--- src/hw/rtl/bitmap_range_allocator_assert.svh ---
// Assertion macros for the bitmap range allocator
`ifndef BITMAP_RANGE_ALLOCATOR_ASSERT_SVH
`define BITMAP_RANGE_ALLOCATOR_ASSERT_SVH

// same-cycle implication, disabled in reset
`define BRA_ASSERT_IMP(label, clk, rst_n, ante, cons) \
    label: assert property (@(posedge clk) disable iff (!rst_n) (ante) |-> (cons)) \
        else $error("bra assertion failed");

// next-cycle implication, disabled in reset
`define BRA_ASSERT_NXT(label, clk, rst_n, ante, cons) \
    label: assert property (@(posedge clk) disable iff (!rst_n) (ante) |=> (cons)) \
        else $error("bra assertion failed");

`endif

--- src/hw/rtl/bra_pkg.sv ---
// Shared types and constants of the bitmap range allocator
`timescale 1ns / 1ps
package bra_pkg;
    localparam int MAX_WORDS_DEF = 64;
    localparam int OP_W   = 3;
    localparam int BASE_W = 12;
    localparam int LEN_W  = 13;
    localparam int CFG_W  = 7;
    localparam int STAT_W = 2;
    localparam int POS_W  = 12;
    localparam int FW     = 8;

    localparam logic [OP_W-1:0] OP_SET    = 3'd0;
    localparam logic [OP_W-1:0] OP_CLR    = 3'd1;
    localparam logic [OP_W-1:0] OP_FFZ    = 3'd2;
    localparam logic [OP_W-1:0] OP_FLZ    = 3'd3;
    localparam logic [OP_W-1:0] OP_FRUN   = 3'd4;
    localparam logic [OP_W-1:0] OP_LRUN   = 3'd5;
    localparam logic [OP_W-1:0] OP_LALIGN = 3'd6;
    localparam logic [OP_W-1:0] OP_NOP    = 3'd7;

    localparam logic [STAT_W-1:0] ST_OK    = 2'd0;
    localparam logic [STAT_W-1:0] ST_RANGE = 2'd1;
    localparam logic [STAT_W-1:0] ST_NONE  = 2'd2;

    localparam logic [CFG_W-1:0] WORDS_RST = 7'd64;

    typedef enum logic [2:0] {
        S_CLEAR, S_IDLE, S_DISP, S_RMW_RD, S_RMW_WR, S_FIND, S_DRAIN, S_DONE
    } t_state;

    typedef struct packed {
        logic clr_step;
        logic load;
        logic rmw_rd;
        logic rmw_wr;
        logic scan;
        logic resp;
    } t_cmd;

    typedef struct packed {
        logic clr_last;
        logic rmw_last;
        logic scan_last;
        logic range_err;
        logic nop;
        logic find;
        logic pipe_idle;
        logic out_free;
    } t_sts;
endpackage

--- src/hw/rtl/bra_ctrl.sv ---
// Controller state machine of the bitmap range allocator
`timescale 1ns / 1ps
module bra_ctrl import bra_pkg::*; (
    input  logic i_clk,
    input  logic i_rst_n,
    input  logic i_cmd_valid,
    input  t_sts i_sts,
    output logic o_cmd_ready,
    output t_cmd o_ctl
);
    t_state r_state, n_state;

    always_ff @(posedge i_clk) begin
        if (!i_rst_n) begin
            r_state <= S_CLEAR;
        end else begin
            r_state <= n_state;
        end
    end

    always_comb begin
        n_state     = r_state;
        o_ctl       = '0;
        o_cmd_ready = 1'b0;
        unique case (r_state)
            S_CLEAR: begin
                o_ctl.clr_step = 1'b1;
                if (i_sts.clr_last) n_state = S_IDLE;
            end
            S_IDLE: begin
                o_cmd_ready = 1'b1;
                if (i_cmd_valid) begin
                    o_ctl.load = 1'b1;
                    n_state    = S_DISP;
                end
            end
            S_DISP: begin
                priority if (i_sts.range_err || i_sts.nop) n_state = S_DONE;
                else if (i_sts.find) n_state = S_FIND;
                else n_state = S_RMW_RD;
            end
            S_RMW_RD: begin
                o_ctl.rmw_rd = 1'b1;
                n_state      = S_RMW_WR;
            end
            S_RMW_WR: begin
                o_ctl.rmw_wr = 1'b1;
                n_state      = i_sts.rmw_last ? S_DONE : S_RMW_RD;
            end
            S_FIND: begin
                o_ctl.scan = 1'b1;
                if (i_sts.scan_last) n_state = S_DRAIN;
            end
            S_DRAIN: begin
                if (i_sts.pipe_idle) n_state = S_DONE;
            end
            S_DONE: begin
                if (i_sts.out_free) begin
                    o_ctl.resp = 1'b1;
                    n_state    = S_IDLE;
                end
            end
            default: n_state = S_IDLE;
        endcase
    end
endmodule

--- config.mk ---
export PLATFORM = sky130hd
export DESIGN_NAME = bra_ctrl
export DESIGN_NICKNAME = d
export VERILOG_FILES = /design/src/hw/rtl/bitmap_range_allocator_assert.svh /design/src/hw/rtl/bra_pkg.sv /design/src/hw/rtl/bra_ctrl.sv
export SDC_FILE = /design/constraint.sdc
export NUM_CORES = 1
export LEC_CHECK = 0
export BUFFER_PORTS_ARGS = -buffer_cell sky130_fd_sc_hd__buf_2
export CAP_MARGIN = 30
export CORE_AREA = 2 2 39 41
export DETAILED_ROUTE_END_ITERATION = 10
export DIE_AREA = 0 0 41 43
export PLACE_DENSITY = 0.45
export SYNTH_ARGS = -nofsm -noshare
export SYNTH_HDL_FRONTEND = slang
export SYNTH_SLANG_ARGS = --single-unit
--- constraint.sdc ---
create_clock -name i_clk -period 1.6 [get_ports i_clk]
set_input_delay 0.08 -clock i_clk [delete_from_list [all_inputs] [get_ports i_clk]]
set_output_delay 0.08 -clock i_clk [all_outputs]
set_load 0.05 [all_outputs]
After elaboration in Yosys (flattened, before gate mapping)

Cells that the tools add are included.

Multipliers: 0
Equal/unequal tests: 12
Shift-type cells: 0
Magnitude comparators: 0
Add/sub/neg operators: 0
Div/mod/pow operators: 0
Reduce and logical (&&, ||, !) cells: 3
Multiplexer cells: 18
Bitwise logic cells: 0

Operators with widths:

| kind                 | number |
|---|---|
| $mux W3              | 8 |
| $pmux W3 S8          | 1 |
| $eq A3 B3 Y1 const B | 4 |
| $ne A2 B2 Y1 const B | 5 |
| $mux W1              | 9 |
| $eq A3 B2 Y1 const B | 2 |
| $reduce_and A5 Y1    | 1 |
| $eq A3 B1 Y1 const B | 1 |
| $logic_not A3 Y1     | 1 |
| $logic_or A1 B1 Y1   | 1 |

Bits in latches: 0
Output and inout bits: 7
Logic and storage cells: 34
RAM bits: 0
ROM bits: 0
Register bits: 3
Memories: 0
Bits of input ports: 11

Longest topological paths before layout

Depth in word-level cells: 3
Mapped depth: 6
Depth with buffers taken out: 4

Least setup slack after synthesis

Ideal clock, no wire load.

Kind: reg2out
Start point: reg r_state[2]
End point: out o_ctl[2] (netlist bit)
Path buffers: 2
Data required time: 1.520 ns
Setup slack: -0.232 ns
Stages on the path, launching flop included: 4
Data arrival time: 1.752 ns
Cell sequence: dfxtp_1 -> buf_6 -> buf_2 -> nor3b_1

RTL lines:

| item                   | line           | text |
|---|---|---|
| start, declared        | bra_ctrl.sv:11 | `t_state r_state, n_state;` |
| start signal, assigned | bra_ctrl.sv:17 | `r_state <= n_state;` |
| end, declared          | bra_ctrl.sv:9  | `output t_cmd o_ctl` |

==> key figures <==
Logic synthesis
  • Post-synth EDFFs: 0
  • Fraction of synthesized area in multiplexers: 0.07843
  • Seq/Total Area, Yosys: 0.1882
  • Post-synthesis xor/xnor area fraction: 0
  • Ys async rst share: 0
  • Syn. warnings: 0
  • Synthesized cell area: 319.1 um^2
  • Gate Count Post-Synth: 44
  • Combinational family with the most area after synthesis: simple AND/OR/NAND/NOR gates
  • Synth area leaders: dfxtp_1, nor2_1, and3b_1
  • Adder-Cell Fraction of Synth Area: 0
  • Yosys cell types: 24
  • Syn nets: 55
  • Post-synthesis simple-gate area fraction: 0.3882
  • Top FF cell, synth: dfxtp_1
  • Top cell type's share of synthesized area: 0.1882
  • Mean Syn Cell Area: 7.251 um^2
  • Area leader, netlist: dfxtp_1
  • Register bit total from synthesis: 3
  • Compound-Gate Fraction of Synth Area: 0.2510

Global route
  • Initial antenna violation count: 0
  • Vias in the first global route: 297
  • First-pass GRT wire length: 1359 um
  • GRT Util Overall: 0.1143
  • Overflow after GRT: 0
  • Largest net degree at the start of global routing: 16

Worst setup path
  • Buf/Inv on CP: 1
  • Slowest CP cell: dfxtp_1
  • Crit-path max cell delay: 640 ps
  • CP arrival: 1410 ps
  • Worst setup EP type: output pin
  • CP Cell Sequence: nand3_1, nor2_1, buf_2
  • Crit Path Category: reg -> out
  • Max Fanout on Critical Path: 15
  • Worst endpoint required time: 1520 ps
  • Family with the most delay on the worst path: flip-flops
  • Crit path launch type: flop

STA
  • Max Slew Vio Count: 0
  • Hold Vio Cnt, Final: 0
  • Worst slew margin: 0.6452
  • Setup TNS: 0 ps
  • Fin crit period: 1485 ps
  • Worst Slack Setup Final: 114.6 ps
  • Final setup violation count: 0
  • Fin crit share: 0.9284
  • F_max: 0.6732 GHz
  • WHS: 104.2 ps
  • Clk_skew: 3.131 ps
  • Worst Tran Pin Value: 531.5 ps
  • RSZ-0062 raised after global routing: no

Routing
  • Via count: 378
  • M1 WL: 411 um
  • DR vias/cell: 4.785
  • Met2 routed WL: 307 um
  • Final WL: 827 um
  • Avg WL per Cell: 10.47 um
  • Antenna violation net count after detailed routing: 0
  • Highest metal used: met4
  • Metal3 WL: 92 um
  • DRC: 0
  • First-pass DRT Iterations: 4
  • Starting DRT DRC Count: 7

Cells and area
  • Layout area overhead: 40.78%
  • Reg with most FFs: r_state
  • Area of the multi-input gates: 239.0 um^2
  • Share of cells above drive strength 1: 0.4444
  • Number of flip-flops in the largest register: 3
  • Largest regs: r_state: 3 flops
  • FF+latch area: 60.06 um^2
  • Commonest non-fill, non-tap cell in the layout: buf_2
  • Antenna diodes: 0
  • # fillers: 161
  • Nets: 75
  • Most frequent cells in the layout: buf_2, nor2_1, nand2_1
  • Final Cell Area: 449.2 um^2

Clock network
  • Number of H-tree levels: 1
  • Bufs on Longest Clock Path: 2
  • Post-CTS Setup Inserts: 0
  • CTS clock-pin slew for the worst setup and hold paths: 40 ps
  • CTS Root Cell: clkbuf_4
  • CTS buffer count: 3
  • CTS tree: done
  • Worst-Skew Late Latency: 240 ps
  • Clk sink count: 3
  • Resized cells post-CTS: 0
  • Hold_buf cts: 0

Outcome
  • Status: finished clean

Die
  • Starting Density: 0.2306
  • Die Y: 43 um
  • Top-level port count: 18
  • DIE WIDTH: 41 um
  • Die area: 1763 um^2
  • Area of the core: 1384 um^2
  • Row count: 14

Worst hold path
  • Hold Path Class: in -> reg

Pwr
  • Power density cells: 1672 nW/um^2
  • Leakage: 0.2329 nW
  • Peak supply drop: 0.3599 mV

Place
  • DP HPWL: 642 um
  • DP Worst Slack: 280.5 ps
  • Gpl congestion: 0.7007
  • Port buffer count: 17
  • Area after DPL: 422.9 um^2

Run
  • Max-cap viol count: 0
-- final timing paths --
path                      to  slack [ps]  startpoint  cells past startpoint
hold reg to reg   r_state[2]         650  r_state[1]                      3
hold / removal    r_state[2]         100     i_rst_n                      2
setup reg to reg  r_state[2]         260  r_state[0]                      4
setup / recovery    o_ctl[0]         110  r_state[0]                      3
-- routing by layer --
layer  track usage  up-vias
met1        0.1731      160
met4       0.06000        0
met2        0.1375       21
met3       0.03665        2
li1              -      195
met5             0        -
-- worst reg2reg max path: stages, from the launching register on --
cell and delay (ps):
dfxtp_1 640, nand3_1 160, o21ai_0 120, o221ai_2 110, and3_1 190
-- cell usage after synthesis (2+ instances only) --
master	number
a21oi_1	3
and3_1	2
o21ai_0	3
and3b_1	2
buf_2	3
nor3_1	2
nand2_1	4
nor2_1	7
dfxtp_1	3
-- report_power, final --
group	switching (mW)	leakage, nW	total [mW]	internal [mW]
Combinational	0.300	0.193	0.468	0.169
Clock	0.0413	0.0150	0.135	0.0936
Sequential	0.0489	0.0249	0.148	0.0989
Total	0.390	0.233	0.751	0.361
-- layout make-up --
type / instances / area share
multi-input cells: 36 / 0.5320
repair buffers: 19 / 0.2228
flip-flops and latches: 3 / 0.1337
clock buffers: 4 / 0.05850
well taps: 16 / 0.04457
inverters: 1 / 0.008357
-- cells by family after synthesis --
logic type / Yosys count
AO/OA/AOI/OAI: 11
buffers and inverters: 5
multiplexers: 2
AND/OR/NAND/NOR: 23
flip-flops: 3
-- per-stage QoR --
stage          std cells  utilization  power [mW]
2_1_floorplan         44            -      0.5333
3_3_place_gp          75       0.3056      0.6186
3_5_place_dp          75       0.3056      0.6193
4_1_cts               79       0.3246      0.7632
5_1_grt               79       0.3246      0.8249
6_report              79       0.3246      0.7511
(Power assumes the default switching activity.)
